--- src/rtl/cbcs_pkg.sv ---
package cbcs_pkg;

  // machine cycle commands
  typedef enum logic [2:0] {
    CMD_NONE       = 3'd0,
    CMD_FETCH      = 3'd1,
    CMD_HALT_FETCH = 3'd2,
    CMD_INT_ACK    = 3'd3,
    CMD_MEM_READ   = 3'd4,
    CMD_MEM_WRITE  = 3'd5,
    CMD_IO_READ    = 3'd6,
    CMD_IO_WRITE   = 3'd7
  } cmd_t;

  // bit positions in the strobe vector
  localparam int unsigned S_MREQ = 0;
  localparam int unsigned S_RD   = 1;
  localparam int unsigned S_WR   = 2;
  localparam int unsigned S_IORQ = 3;
  localparam int unsigned S_M1   = 4;
  localparam int unsigned S_RFSH = 5;

  localparam logic [5:0] ALL_STROBES   = 6'b11_1111;
  localparam logic [7:0] RFSH_KEEP_MSK = 8'b1000_0000;
  localparam logic [7:0] RFSH_WRAP_MSK = 8'b0111_1111;
  localparam logic [7:0] BYTE_ZERO     = 8'h00;

  typedef struct packed {
    logic [2:0]  cmd;
    logic [15:0] address;
    logic [7:0]  write_data;
    logic [7:0]  refresh_page;
    logic        wait_line;
    logic [7:0]  bus_data_in;
  } in_item_t;

  typedef struct packed {
    logic [15:0] addr_out;
    logic [7:0]  data_out;
    logic        data_drive;
    logic        mreq_line;
    logic        rd_line;
    logic        wr_line;
    logic        iorq_line;
    logic        m1_line;
    logic        rfsh_line;
    logic [7:0]  read_byte;
    logic        cycle_done;
    logic        busy_res;
  } out_item_t;

  // sequencer state carried between the step logic and the top level
  typedef struct packed {
    logic        half_phase;
    logic [3:0]  t_step;
    cmd_t        active_cmd;
    logic [15:0] addr_hold;
    logic [7:0]  data_hold;
    logic        drive_flag;
    logic [5:0]  strobe_bits;
    logic [7:0]  captured_byte;
    logic [7:0]  refresh_count;
  } seq_state_t;

  // final half tick of each command
  function automatic logic [3:0] last_step(cmd_t c);
    case (c)
      CMD_FETCH:      return 4'd7;
      CMD_HALT_FETCH: return 4'd7;
      CMD_INT_ACK:    return 4'd11;
      CMD_MEM_READ:   return 4'd5;
      CMD_MEM_WRITE:  return 4'd5;
      CMD_IO_READ:    return 4'd7;
      CMD_IO_WRITE:   return 4'd7;
      default:        return 4'd0;
    endcase
  endfunction

  // half tick on which WAIT is sampled, zero for never
  function automatic logic [3:0] check_step(cmd_t c);
    case (c)
      CMD_FETCH:     return 4'd3;
      CMD_INT_ACK:   return 4'd7;
      CMD_MEM_READ:  return 4'd3;
      CMD_MEM_WRITE: return 4'd3;
      CMD_IO_READ:   return 4'd5;
      CMD_IO_WRITE:  return 4'd5;
      default:       return 4'd0;
    endcase
  endfunction

endpackage

--- src/rtl/cbcs_if.sv ---
interface cbcs_in_if import cbcs_pkg::*; ();
  logic     valid;
  logic     ready;
  in_item_t payload;

  modport source (output valid, output payload, input ready);
  modport sink (input valid, input payload, output ready);
endinterface

interface cbcs_out_if import cbcs_pkg::*; ();
  logic      valid;
  logic      ready;
  out_item_t payload;

  modport source (output valid, output payload, input ready);
  modport sink (input valid, input payload, output ready);
endinterface

--- src/rtl/cbcs_step.sv ---
module cbcs_step import cbcs_pkg::*; (
  input  seq_state_t st,
  input  in_item_t   item,
  output seq_state_t st_next,
  output out_item_t  res
);

  cmd_t       cmd;
  cmd_t       a;
  logic [3:0] k;
  logic       busy;
  logic       done;

  assign cmd = cmd_t'(item.cmd);
  assign a   = st.active_cmd;
  assign k   = st.t_step;

  // one half tick of the bus sequencer
  always_comb begin
    st_next = st;
    busy    = 1'b0;
    done    = 1'b0;
    if (st.t_step == 4'd0) begin
      // start a cycle only on a rising tick
      if (!st.half_phase && cmd != CMD_NONE) begin
        busy              = 1'b1;
        st_next.active_cmd = cmd;
        st_next.t_step     = 4'd1;
        if (cmd != CMD_HALT_FETCH) st_next.addr_hold = item.address;
        case (cmd)
          CMD_FETCH: begin
            st_next.strobe_bits[S_M1] = 1'b0;
          end
          CMD_INT_ACK: begin
            st_next.strobe_bits[S_MREQ] = 1'b1;
            st_next.strobe_bits[S_RD]   = 1'b1;
            st_next.strobe_bits[S_M1]   = 1'b0;
          end
          CMD_MEM_WRITE: begin
            st_next.data_hold = item.write_data;
          end
          CMD_IO_WRITE: begin
            st_next.data_hold  = item.write_data;
            st_next.drive_flag = 1'b1;
          end
          default: begin
          end
        endcase
      end
    end else begin
      busy = 1'b1;
      if (k == check_step(a) && !item.wait_line) begin
        // wait state: step back so that the check is repeated
        st_next.t_step = k - 4'd1;
      end else begin
        case (a)
          CMD_FETCH, CMD_HALT_FETCH: begin
            if (k == 4'd1) begin
              if (a == CMD_FETCH) begin
                st_next.strobe_bits[S_MREQ] = 1'b0;
                st_next.strobe_bits[S_RD]   = 1'b0;
              end else begin
                st_next.captured_byte = BYTE_ZERO;
              end
            end else if (k == 4'd4) begin
              if (a == CMD_FETCH) st_next.captured_byte = item.bus_data_in;
              st_next.addr_hold = {item.refresh_page, st.refresh_count};
              st_next.strobe_bits[S_MREQ] = 1'b1;
              st_next.strobe_bits[S_RD]   = 1'b1;
              st_next.strobe_bits[S_M1]   = 1'b1;
              st_next.strobe_bits[S_RFSH] = 1'b0;
            end else if (k == 4'd5) begin
              st_next.strobe_bits[S_MREQ] = 1'b0;
            end else if (k == 4'd7) begin
              st_next.strobe_bits[S_MREQ] = 1'b1;
              st_next.strobe_bits[S_RFSH] = 1'b1;
              st_next.refresh_count = (st.refresh_count & RFSH_KEEP_MSK) |
                                      ((st.refresh_count + 8'd1) & RFSH_WRAP_MSK);
            end
          end
          CMD_INT_ACK: begin
            if (k == 4'd5) begin
              st_next.strobe_bits[S_IORQ] = 1'b0;
            end else if (k == 4'd8) begin
              st_next.captured_byte = item.bus_data_in;
              st_next.addr_hold = {item.refresh_page, st.refresh_count};
              st_next.strobe_bits[S_IORQ] = 1'b1;
              st_next.strobe_bits[S_RD]   = 1'b1;
              st_next.strobe_bits[S_M1]   = 1'b1;
              st_next.strobe_bits[S_RFSH] = 1'b0;
            end else if (k == 4'd9) begin
              st_next.strobe_bits[S_MREQ] = 1'b0;
            end else if (k == 4'd11) begin
              st_next.strobe_bits[S_MREQ] = 1'b1;
              st_next.strobe_bits[S_RFSH] = 1'b1;
              st_next.refresh_count = (st.refresh_count & RFSH_KEEP_MSK) |
                                      ((st.refresh_count + 8'd1) & RFSH_WRAP_MSK);
            end
          end
          CMD_MEM_READ: begin
            if (k == 4'd1) begin
              st_next.strobe_bits[S_MREQ] = 1'b0;
              st_next.strobe_bits[S_RD]   = 1'b0;
            end else if (k == 4'd4) begin
              st_next.captured_byte = item.bus_data_in;
            end else if (k == 4'd5) begin
              st_next.strobe_bits[S_MREQ] = 1'b1;
              st_next.strobe_bits[S_RD]   = 1'b1;
            end
          end
          CMD_MEM_WRITE: begin
            if (k == 4'd1) begin
              st_next.drive_flag = 1'b1;
              st_next.strobe_bits[S_MREQ] = 1'b0;
            end else if (k == 4'd3) begin
              st_next.strobe_bits[S_WR] = 1'b0;
            end else if (k == 4'd5) begin
              st_next.strobe_bits[S_MREQ] = 1'b1;
              st_next.strobe_bits[S_WR]   = 1'b1;
              st_next.drive_flag = 1'b0;
            end
          end
          CMD_IO_READ: begin
            if (k == 4'd2) begin
              st_next.strobe_bits[S_IORQ] = 1'b0;
              st_next.strobe_bits[S_RD]   = 1'b0;
            end else if (k == 4'd6) begin
              st_next.captured_byte = item.bus_data_in;
            end else if (k == 4'd7) begin
              st_next.strobe_bits[S_IORQ] = 1'b1;
              st_next.strobe_bits[S_RD]   = 1'b1;
            end
          end
          default: begin
            // io write
            if (k == 4'd2) begin
              st_next.strobe_bits[S_IORQ] = 1'b0;
              st_next.strobe_bits[S_WR]   = 1'b0;
            end else if (k == 4'd7) begin
              st_next.strobe_bits[S_IORQ] = 1'b1;
              st_next.strobe_bits[S_WR]   = 1'b1;
              st_next.drive_flag = 1'b0;
            end
          end
        endcase
        // advance or finish the machine cycle
        if (k >= last_step(a)) begin
          done               = 1'b1;
          st_next.t_step     = 4'd0;
          st_next.active_cmd = CMD_NONE;
        end else begin
          st_next.t_step = k + 4'd1;
        end
      end
    end
    st_next.half_phase = ~st.half_phase;
  end

  // pins as they stand after this half tick
  always_comb begin
    res.addr_out   = st_next.addr_hold;
    res.data_out   = st_next.drive_flag ? st_next.data_hold : BYTE_ZERO;
    res.data_drive = st_next.drive_flag;
    res.mreq_line  = st_next.strobe_bits[S_MREQ];
    res.rd_line    = st_next.strobe_bits[S_RD];
    res.wr_line    = st_next.strobe_bits[S_WR];
    res.iorq_line  = st_next.strobe_bits[S_IORQ];
    res.m1_line    = st_next.strobe_bits[S_M1];
    res.rfsh_line  = st_next.strobe_bits[S_RFSH];
    res.read_byte  = st_next.captured_byte;
    res.cycle_done = done;
    res.busy_res   = busy;
  end

endmodule

--- src/rtl/cpu_bus_cycle_sequencer_core.sv ---
// Bus machine-cycle sequencer. Each request on item is one half clock of the
// CPU bus (rising, falling, alternating from reset) and yields exactly one
// request on result with the address, data and active-low strobe levels for
// that half tick, plus the captured read byte and cycle status. A request is
// taken every clock cycle: the input is held in an input register, the step
// logic updates the sequencer state and loads the result register, so a result
// passes through the input and result registers in turn; the result register
// stalls the input side only while a result is waiting and result.ready is low.
// Commands start only while idle on a rising half tick; WAIT low on the
// check tick stretches the cycle by whole clocks.
module cpu_bus_cycle_sequencer_core import cbcs_pkg::*; (
  input logic        clk,
  input logic        rst,
  cbcs_in_if.sink    item,
  cbcs_out_if.source result
);

  logic       in_valid;
  in_item_t   in_item;
  logic       advance;
  seq_state_t st;
  seq_state_t st_next;
  logic       out_valid;
  out_item_t  out_item;
  out_item_t  res_next;

  assign advance     = in_valid && (!out_valid || result.ready);
  assign item.ready  = !in_valid || advance;
  assign result.valid   = out_valid;
  assign result.payload = out_item;

  // input register
  always_ff @(posedge clk) begin
    if (rst) begin
      in_valid <= 1'b0;
    end else if (item.ready) begin
      in_valid <= item.valid;
    end
    if (item.ready && item.valid) in_item <= item.payload;
  end

  cbcs_step u_step (
    .st      (st),
    .item    (in_item),
    .st_next (st_next),
    .res     (res_next)
  );

  // sequencer state
  always_ff @(posedge clk) begin
    if (rst) begin
      st.half_phase    <= 1'b0;
      st.t_step        <= 4'd0;
      st.active_cmd    <= CMD_NONE;
      st.addr_hold     <= 16'd0;
      st.data_hold     <= BYTE_ZERO;
      st.drive_flag    <= 1'b0;
      st.strobe_bits   <= ALL_STROBES;
      st.captured_byte <= BYTE_ZERO;
      st.refresh_count <= BYTE_ZERO;
    end else if (advance) begin
      st <= st_next;
    end
  end

  // result register
  always_ff @(posedge clk) begin
    if (rst) begin
      out_valid <= 1'b0;
    end else if (advance) begin
      out_valid <= 1'b1;
    end else if (result.ready) begin
      out_valid <= 1'b0;
    end
    if (advance) out_item <= res_next;
  end

  // idle bus has every strobe released and the data bus floated
  assert property (@(posedge clk) disable iff (rst)
    (st.t_step == 4'd0) |-> (st.strobe_bits == ALL_STROBES && !st.drive_flag))
    else $error("strobes or data drive left active while idle");

  // no command runs past its final half tick
  assert property (@(posedge clk) disable iff (rst)
    (st.t_step != 4'd0) |-> (st.t_step <= last_step(st.active_cmd) &&
                             st.active_cmd != CMD_NONE))
    else $error("half tick index out of range for active command");

  // every processed request flips the phase
  assert property (@(posedge clk) disable iff (rst)
    (!rst && advance) |=> (st.half_phase != $past(st.half_phase)))
    else $error("half phase did not alternate");

  // refresh counter keeps its top bit
  assert property (@(posedge clk) disable iff (rst)
    (!rst && advance) |=> $stable(st.refresh_count[7]))
    else $error("refresh counter top bit changed");

  // a finished cycle is always reported as busy
  assert property (@(posedge clk) disable iff (rst)
    (out_valid && out_item.cycle_done) |-> out_item.busy_res)
    else $error("cycle end reported without busy");

endmodule
--- src/flat_wrapper.sv ---
// flat-port wrapper written by rule: the top's interface ports become plain ports
module cpu_bus_cycle_sequencer_core_flat import cbcs_pkg::*;
  (clk, rst, item_valid, item_payload, item_ready, result_valid, result_payload, result_ready);
  cbcs_in_if item_i ();
  cbcs_out_if result_i ();
  input logic clk;
  input logic rst;
  input wire logic [$bits(item_i.valid)-1:0] item_valid;
  input wire logic [$bits(item_i.payload)-1:0] item_payload;
  output wire logic [$bits(item_i.ready)-1:0] item_ready;
  output wire logic [$bits(result_i.valid)-1:0] result_valid;
  output wire logic [$bits(result_i.payload)-1:0] result_payload;
  input wire logic [$bits(result_i.ready)-1:0] result_ready;
  assign item_i.valid = item_valid;
  assign item_i.payload = item_payload;
  assign item_ready = item_i.ready;
  assign result_valid = result_i.valid;
  assign result_payload = result_i.payload;
  assign result_i.ready = result_ready;
  cpu_bus_cycle_sequencer_core u_core (.clk(clk), .rst(rst), .item(item_i), .result(result_i));
endmodule
--- config.mk ---
export PLATFORM = sky130hd
export DESIGN_NAME = cpu_bus_cycle_sequencer_core_flat
export DESIGN_NICKNAME = d
export VERILOG_FILES = /design/src/rtl/cbcs_pkg.sv /design/src/rtl/cbcs_if.sv /design/src/rtl/cbcs_step.sv /design/src/rtl/cpu_bus_cycle_sequencer_core.sv /design/src/flat_wrapper.sv
export SDC_FILE = /design/constraint.sdc
export NUM_CORES = 1
export LEC_CHECK = 0
export BUFFER_PORTS_ARGS = -buffer_cell sky130_fd_sc_hd__buf_2
export CAP_MARGIN = 20
export CELL_PAD_IN_SITES_DETAIL_PLACEMENT = 1
export CELL_PAD_IN_SITES_GLOBAL_PLACEMENT = 1
export CORE_MARGIN = 4
export CORE_UTILIZATION = 35
export DETAILED_ROUTE_END_ITERATION = 10
export HOLD_SLACK_MARGIN = 0.1
export PLACE_DENSITY = 0.74
export SLEW_MARGIN = 20
export SYNTH_ARGS = -nofsm -noshare
export SYNTH_HDL_FRONTEND = slang
export SYNTH_SLANG_ARGS = --single-unit
--- constraint.sdc ---
create_clock -name clk -period 7.79 [get_ports clk]
set_input_delay 0.3895 -clock clk [delete_from_list [all_inputs] [get_ports clk]]
set_output_delay 0.3895 -clock clk [all_outputs]
set_load 0.1 [all_outputs]
==> metrics, run 1 <==
CTS Root Cell=clkbuf_16; CTS Buf Count=17; syn_area_per_cell=10.3 um^2; DR WL met2=9860 um; critical path startpoint category=flip-flop; top cells by area, synth=edfxtp_1 (39%), dfxtp_1 (17%), a21oi_1 (6.5%); Row Count=49; PD cells=245 mW/mm^2; period utilization=0.492; DR top layer=met4; Layout area overhead=17.5%; Syn Inst Count=638; Placer Congestion=0.901; hold_buf cts=0; Starting Density=0.362; Post-synth ARST share=0; Avg WL per Cell=20.0 um; Die W=145 um; CTS Sinks=142; final wirelength=19100 um; Die Y=145 um; initial antenna violation count=0; Distinct cells, synth=59; # Post-CTS Setup Buffers=0; min-delay worst type=in -> reg; Synth Flop Type=edfxtp_1; Setup Skew=0.00947 ns; Hold Path Sink=u_core.in_item[25]$_DFFE_PP_; unrepaired setup endpoints after global routing=no; IO Count=91; die area=0.0211 mm^2; CP Capture Type=flip-flop; normalized max-slew margin=0.291; total congestion overflow=0; later-pin clock latency in the skew report=0.43 ns; # resized after CTS=0; router iterations before antenna repair=4; most frequent cells in the layout=buf_2 (90), a21oi_1 (85), edfxtp_1 (85); ANT cells=0; largest net degree at the start of global routing=60; Final ANT Viol Nets=0; register share of total power=0.454; Critical Path RT=8.12 ns; proportion of layout cells with a drive suffix above 1=0.188; Vias per Instance=5.74; routed wl met3=936 um; All-Layer GR Usage=0.180; Max Cap Viol=0; Comb power frac=0.140; dpl hpwl=12600 um; initial DRC count=433; Clk pwr share=0.406; Max Freq=0.261 GHz; Remaining DRCs=0; Core Area=0.0182 mm^2; sw frac=0.291; arrival time worst endpoint=4.16 ns; maximum root-to-sink buffer count=2; synthesized cell area=0.00659 mm^2; worst vdd ir=0.000161 V; vias in the first global route=5974; EDFF count, synth=85; worst slew pin tran=1.06 ns; Reg2Reg Depth=6; area leader, netlist=edfxtp_1; H-tree Lvls=4; R2R Path End=u_core.st[34]$_SDFFE_PP0P_; min-delay src=item_payload[25]; setup violators final=0; Synth top area share=0.388; setup_tns=0 ns; Reg clk slew, reported paths=0.06 ns; Crit Path Max Fanout=29; Fin. Hold Viols=0; Post-Route M1 WL=7970 um; Syn Nets=695; reg-to-reg slack, setup=3.96 ns; worst setup path class=reg -> reg; sequential fraction of the synthesis area=0.561; CTS tree=built; final critical-path required period=3.83 ns; P_int=1340 uW; Net Sw Power=551 uW; most common cell after layout, fill and taps aside=buf_2; final design utilization=0.425; I/O Buffers=90; Final Slew Violations=0; Worst Hold Depth=1; routed vias=5462; status=complete, no violations; leakage=0.00278 uW; first-pass GRT wire length=31100 um; Synth Register Bits=142; RR Startpoint=u_core.st[49]$_SDFFE_PP0P_; Layout Nets=767; Ys Warns=0
routing by layer:
metal | track usage | vias up
met5 | 0 | -
met4 | 0.0646 | 0
met3 | 0.0340 | 21
met2 | 0.318 | 158
met1 | 0.220 | 2740
li1 | - | 2543
registers in the layout, summed over array words and instances (netlist names), named ones only:
signal / cells
u_core.in_item: 44
u_core.st: 54
u_core.result.valid: 1
u_core.in_valid: 1
u_core.result.payload: 41
power groups by stage:
stage               clock, uW  combinational, uW  sequential (uW)
finish                    769                266              858
detailed placement          0                265              873
CTS                       780                267              858
global route              812                288              862
global placement            0                254              872
floorplan                   0                132              936
Yosys cell counts (6+ instances only):
master     n
a21oi_1   85
a22o_1    17
a311oi_1  16
a31oi_1    6
a32o_1    10
buf_2     13
clkbuf_1  23
dfxtp_1   57
edfxtp_1  85
ha_1       9
inv_1     16
mux2i_1   11
nand2_1   63
nand2b_1  21
nand3_1   26
nor2_1    42
nor2b_1    7
nor3_1    10
o21ai_0   36
how the worst max path moves through the flow:
stage                                startpoint                          end  slack, ns  depth (start not counted)
6_report             u_core.st[49]$_SDFFE_PP0P_   u_core.st[34]$_SDFFE_PP0P_       3.96                          6
5_1_grt              u_core.st[49]$_SDFFE_PP0P_   u_core.st[41]$_SDFFE_PP0P_       3.67                          6
4_1_cts              u_core.st[49]$_SDFFE_PP0P_   u_core.st[34]$_SDFFE_PP0P_       4.00                          6
3_5_place_dp         u_core.st[49]$_SDFFE_PP0P_   u_core.st[34]$_SDFFE_PP0P_       4.01                          6
3_3_place_gp         u_core.st[49]$_SDFFE_PP0P_   u_core.st[21]$_SDFFE_PP1P_       4.20                          6
2_1_floorplan  u_core.result.valid$_SDFFE_PP0P_  u_core.in_item[0]$_DFFE_PP_       4.59                          3
logic make-up (layout without fill, tap and decap cells):
logic type / after synthesis / after routing / synth area share
buffers and inverters: 59 / 144 / 0.0384
multiplexers: 11 / 11 / 0.0167
XOR/XNOR: 9 / 9 / 0.0120
AO/OA/AOI/OAI: 211 / 211 / 0.210
AND/OR/NAND/NOR: 197 / 197 / 0.145
adder cells (fa/ha/maj): 9 / 9 / 0.0171
flip-flops: 142 / 142 / 0.561
through the flow:
stage	instances	power, uW	area [um^2]	setup slack, ns	hold WS (ns)
6_report	952	1890	7740	3.96	0.133
5_1_grt	952	1960	7740	3.67	0.127
3_3_place_gp	920	1130	7180	4.20	0.443
4_1_cts	952	1900	7740	4.00	0.122
2_1_floorplan	638	1070	6590	4.59	0.436
3_5_place_dp	920	1140	7190	4.01	0.451
worst max-delay path, stage by stage (launching register included):
cell	delay (ns)
dfxtp_1	0.87
nor2b_1	0.39
o311ai_1	0.19
a2111o_1	0.76
nand2_1	0.85
o21ai_0	0.32
a311oi_1	0.34
layout make-up:
class                      instances  area, um^2
multi-input combinational        437        2650
fill                            2028       10500
clock inverter                    14         120
clock buffer                      18         429
inverter                          16        60.1
sequential                       142        3690
timing repair buffer              96         495
tap                              229         287
(Power assumes the default switching activity.)
==> run 2: changes to the inputs <==
ABC_AREA = 1   (was unset)
PLACE_DENSITY = 0.75   (was 0.74)
clock period = 3.7 ns   (was 7.79 ns; I/O delays follow)
==> metrics, run 2 <==
setup ws final=1.08 ns (-2.88 ns); synthesized cell area=0.00779 mm^2 (+18%); CTS Sinks=142 (unchanged); total congestion overflow=0 (unchanged); leakage=0.00439 uW (+58%); setup violators final=0 (unchanged); arrival time worst endpoint=2.80 ns (-1.36 ns); Ys Warns=0 (unchanged); # resized after CTS=0 (unchanged); Die W=157 um (+8.3%); Setup Skew=0.0167 ns (+0.00719 ns); Syn Nets=1022 (+47%); final wirelength=22400 um (+17%); final design utilization=0.434 (+0.00921); period utilization=0.708 (+0.216); PD cells=474 mW/mm^2 (+94%); Core Area=0.0218 mm^2 (+20%); number of fill cells in the layout=2645 (+30%); Starting Density=0.357 (-0.00480); setup_tns=0 ns (unchanged); status=complete, no violations; Max Cap Viol=0 (unchanged); CTS tree=built; CP Capture Type=flip-flop; Die Y=157 um (+8.3%); routed vias=7070 (+29%); Placer Congestion=0.839 (-6.9%); Reg clk slew, reported paths=0.07 ns (about the same); critical path startpoint category=flip-flop; Syn Inst Count=965 (+51%); Synth Flop Type=edfxtp_1; top cells by area, synth=edfxtp_1 (33%), dfxtp_1 (15%), nand2_1 (13%); later-pin clock latency in the skew report=0.44 ns (about the same); most frequent cells in the layout=nand2_1 (278), inv_1 (109), buf_2 (90); most frequent cell after synthesis=nand2_1; initial DRC count=277 (-36%); normalized max-slew margin=0.328 (+0.0376); Synth Register Bits=142 (unchanged); Layout Nets=1143 (+49%); Biggest register=u_core.st; Fin. Hold Viols=0 (unchanged); Reg2Reg Depth=11 (+5); Vias per Instance=5.13 (-11%); Final Slew Violations=0 (unchanged); worst slew pin tran=1.01 ns (-0.0557 ns); Layout area overhead=21.6%; top post-synthesis cells by count=nand2_1 (278), inv_1 (110), edfxtp_1 (85); worst vdd ir=0.000295 V (+83%); router iterations before antenna repair=4 (unchanged); initial antenna violation count=0 (unchanged); largest net degree at the start of global routing=46 (-23%); Adder-Cell Fraction of Synth Area=0.0145 (-0.00264); Final ANT Viol Nets=0 (unchanged); Distinct cells, synth=45 (-24%); maximum root-to-sink buffer count=2 (unchanged); Critical Path Sink=u_core.result.payload[5]$_DFFE_PP_; Worst Hold Depth=3 (+2); CTS Buf Count=17 (unchanged); reg-to-reg slack, setup=1.08 ns (-2.88 ns); CTS Root Cell=clkbuf_16; main combinational cell family by area after synthesis=simple AND/OR/NAND/NOR gates; RR Startpoint=u_core.st[50]$_SDFFE_PP0P_; total power=4490 uW (+140%); complex-gate fraction of the synthesized area=0.160 (-0.0501); Post-Layout Cell Count=1379 (+45%); xor-xnor portion of the synthesized cell area=0.00787 (-0.00410); area leader, netlist=edfxtp_1; IO Count=91 (unchanged); Post-Synth Simple-Gate Area=0.247 (+0.102); Synth top area share=0.328 (-0.0598); mux contribution to synthesized area=0 (-0.0167); Remaining DRCs=0 (unchanged); vias in the first global route=7087 (+19%); Critical Path RT=3.88 ns (-4.24 ns); H-tree Lvls=4 (unchanged); Avg WL per Cell=16.2 um (-19%); I/O Buffers=90 (unchanged); most common cell after layout, fill and taps aside=nand2_1; All-Layer GR Usage=0.184 (+0.00410); first-pass GRT wire length=36400 um (+17%); Crit. Startpoint=u_core.st[50]$_SDFFE_PP0P_; R2R Path End=u_core.result.payload[5]$_DFFE_PP_; worst setup path class=reg -> reg; Placed Cells=1301 (+41%); Post-synth ARST share=0 (unchanged); Row Count=54 (+10%); dpl ws=1.07 ns (-2.94 ns); ANT cells=0 (unchanged); Max Freq=0.382 GHz (+46%); proportion of layout cells with a drive suffix above 1=0.169 (-0.0189); dpl hpwl=14900 um (+19%); die area=0.0247 mm^2 (+17%); Crit Path Max Fanout=45 (+55%); syn_area_per_cell=8.07 um^2 (-22%); unrepaired setup endpoints after global routing=no; final critical-path required period=2.62 ns (-1.21 ns); sequential fraction of the synthesis area=0.474 (-0.0866); EDFF count, synth=85 (unchanged); max FFs per register=54 (unchanged); min-delay worst type=in -> reg
-- run 2: changes by cell type after synthesis, sizes merged, moves of 16 or more --
cell    before  now
inv         16  121
nand3       26   82
nand2       63  286
a22o        17    0
a21oi       86   54
o21ai       37   77
o221ai       0   17
a311oi      16    0
o211ai       2   46
nand2b      21    0
-- run 2: logic make-up (layout without fill, tap and decap cells) --
kind of cell / count (synthesis) / in the layout
flops: 142 / 142
fa+ha+maj: 9 / 9
compound gates: 202 / 202
xor+xnor: 7 / 7
simple gates: 435 / 435
buf+inv: 170 / 304
-- run 2: how the worst min path moves through the flow --
stage	slack, ns	startpoint	end
global route	0.33	rst	u_core.st[0]$_SDFFE_PP0P_
CTS	0.30	rst	flip-flop
detailed placement	0.36	item_payload[6]	u_core.in_item[6]$_DFFE_PP_
finish	0.31	rst	flip-flop
floorplan	0.28	item_payload[0]	u_core.in_item[0]$_DFFE_PP_
global placement	0.36	item_payload[13]	u_core.in_item[13]$_DFFE_PP_
-- run 2: through the flow --
| step | hold WS, ns | instance area, um^2 |
|---|---|---|
| final | 0.311 | 9470 |
| after detailed placement | 0.364 | 8420 |
| after floorplan | 0.284 | 7790 |
| after global routing | 0.326 | 9470 |
| after global placement | 0.362 | 8420 |
| after CTS | 0.298 | 9470 |
-- run 2: layer usage --
layer | up-vias | wire length, um | track usage
li1 | 3484 | - | -
met1 | 3437 | 10200 | 0.241
met2 | 132 | 10900 | 0.318
met3 | 17 | 1050 | 0.0319
met4 | 0 | 233 | 0.0438
met5 | - | 0 | 0
-- run 2: layout make-up --
type | instances | area (um^2) | area share
timing repair buffer | 149 | 1020 | 0.108
clock buffer | 17 | 425 | 0.0449
sequential | 142 | 3690 | 0.390
clock inverter | 15 | 165 | 0.0174
tap | 280 | 350 | 0.0370
inverter | 123 | 472 | 0.0498
multi-input combinational | 653 | 3350 | 0.353
-- run 2: power breakdown --
group          internal (uW)  switching, uW
clock                    907            825
combinational            249            654
sequential              1800           59.9
-- run 2: critical path, cell delays in order, from the launching register on --
cell and delay, ns:
dfxtp_1 0.39, inv_1 0.20, ha_1 0.35, nand3_4 0.48
nor2_8 0.38, inv_4 0.10, nand2_1 0.08, nand3_1 0.06
nand2_1 0.06, nand2_1 0.07, o21ai_2 0.14, inv_1 0.06
-- run 2: repair_timing --
action	in CTS	in global routing
buffers inserted	0	0
hold buffers	46	0
hold endpoints to repair	46	0
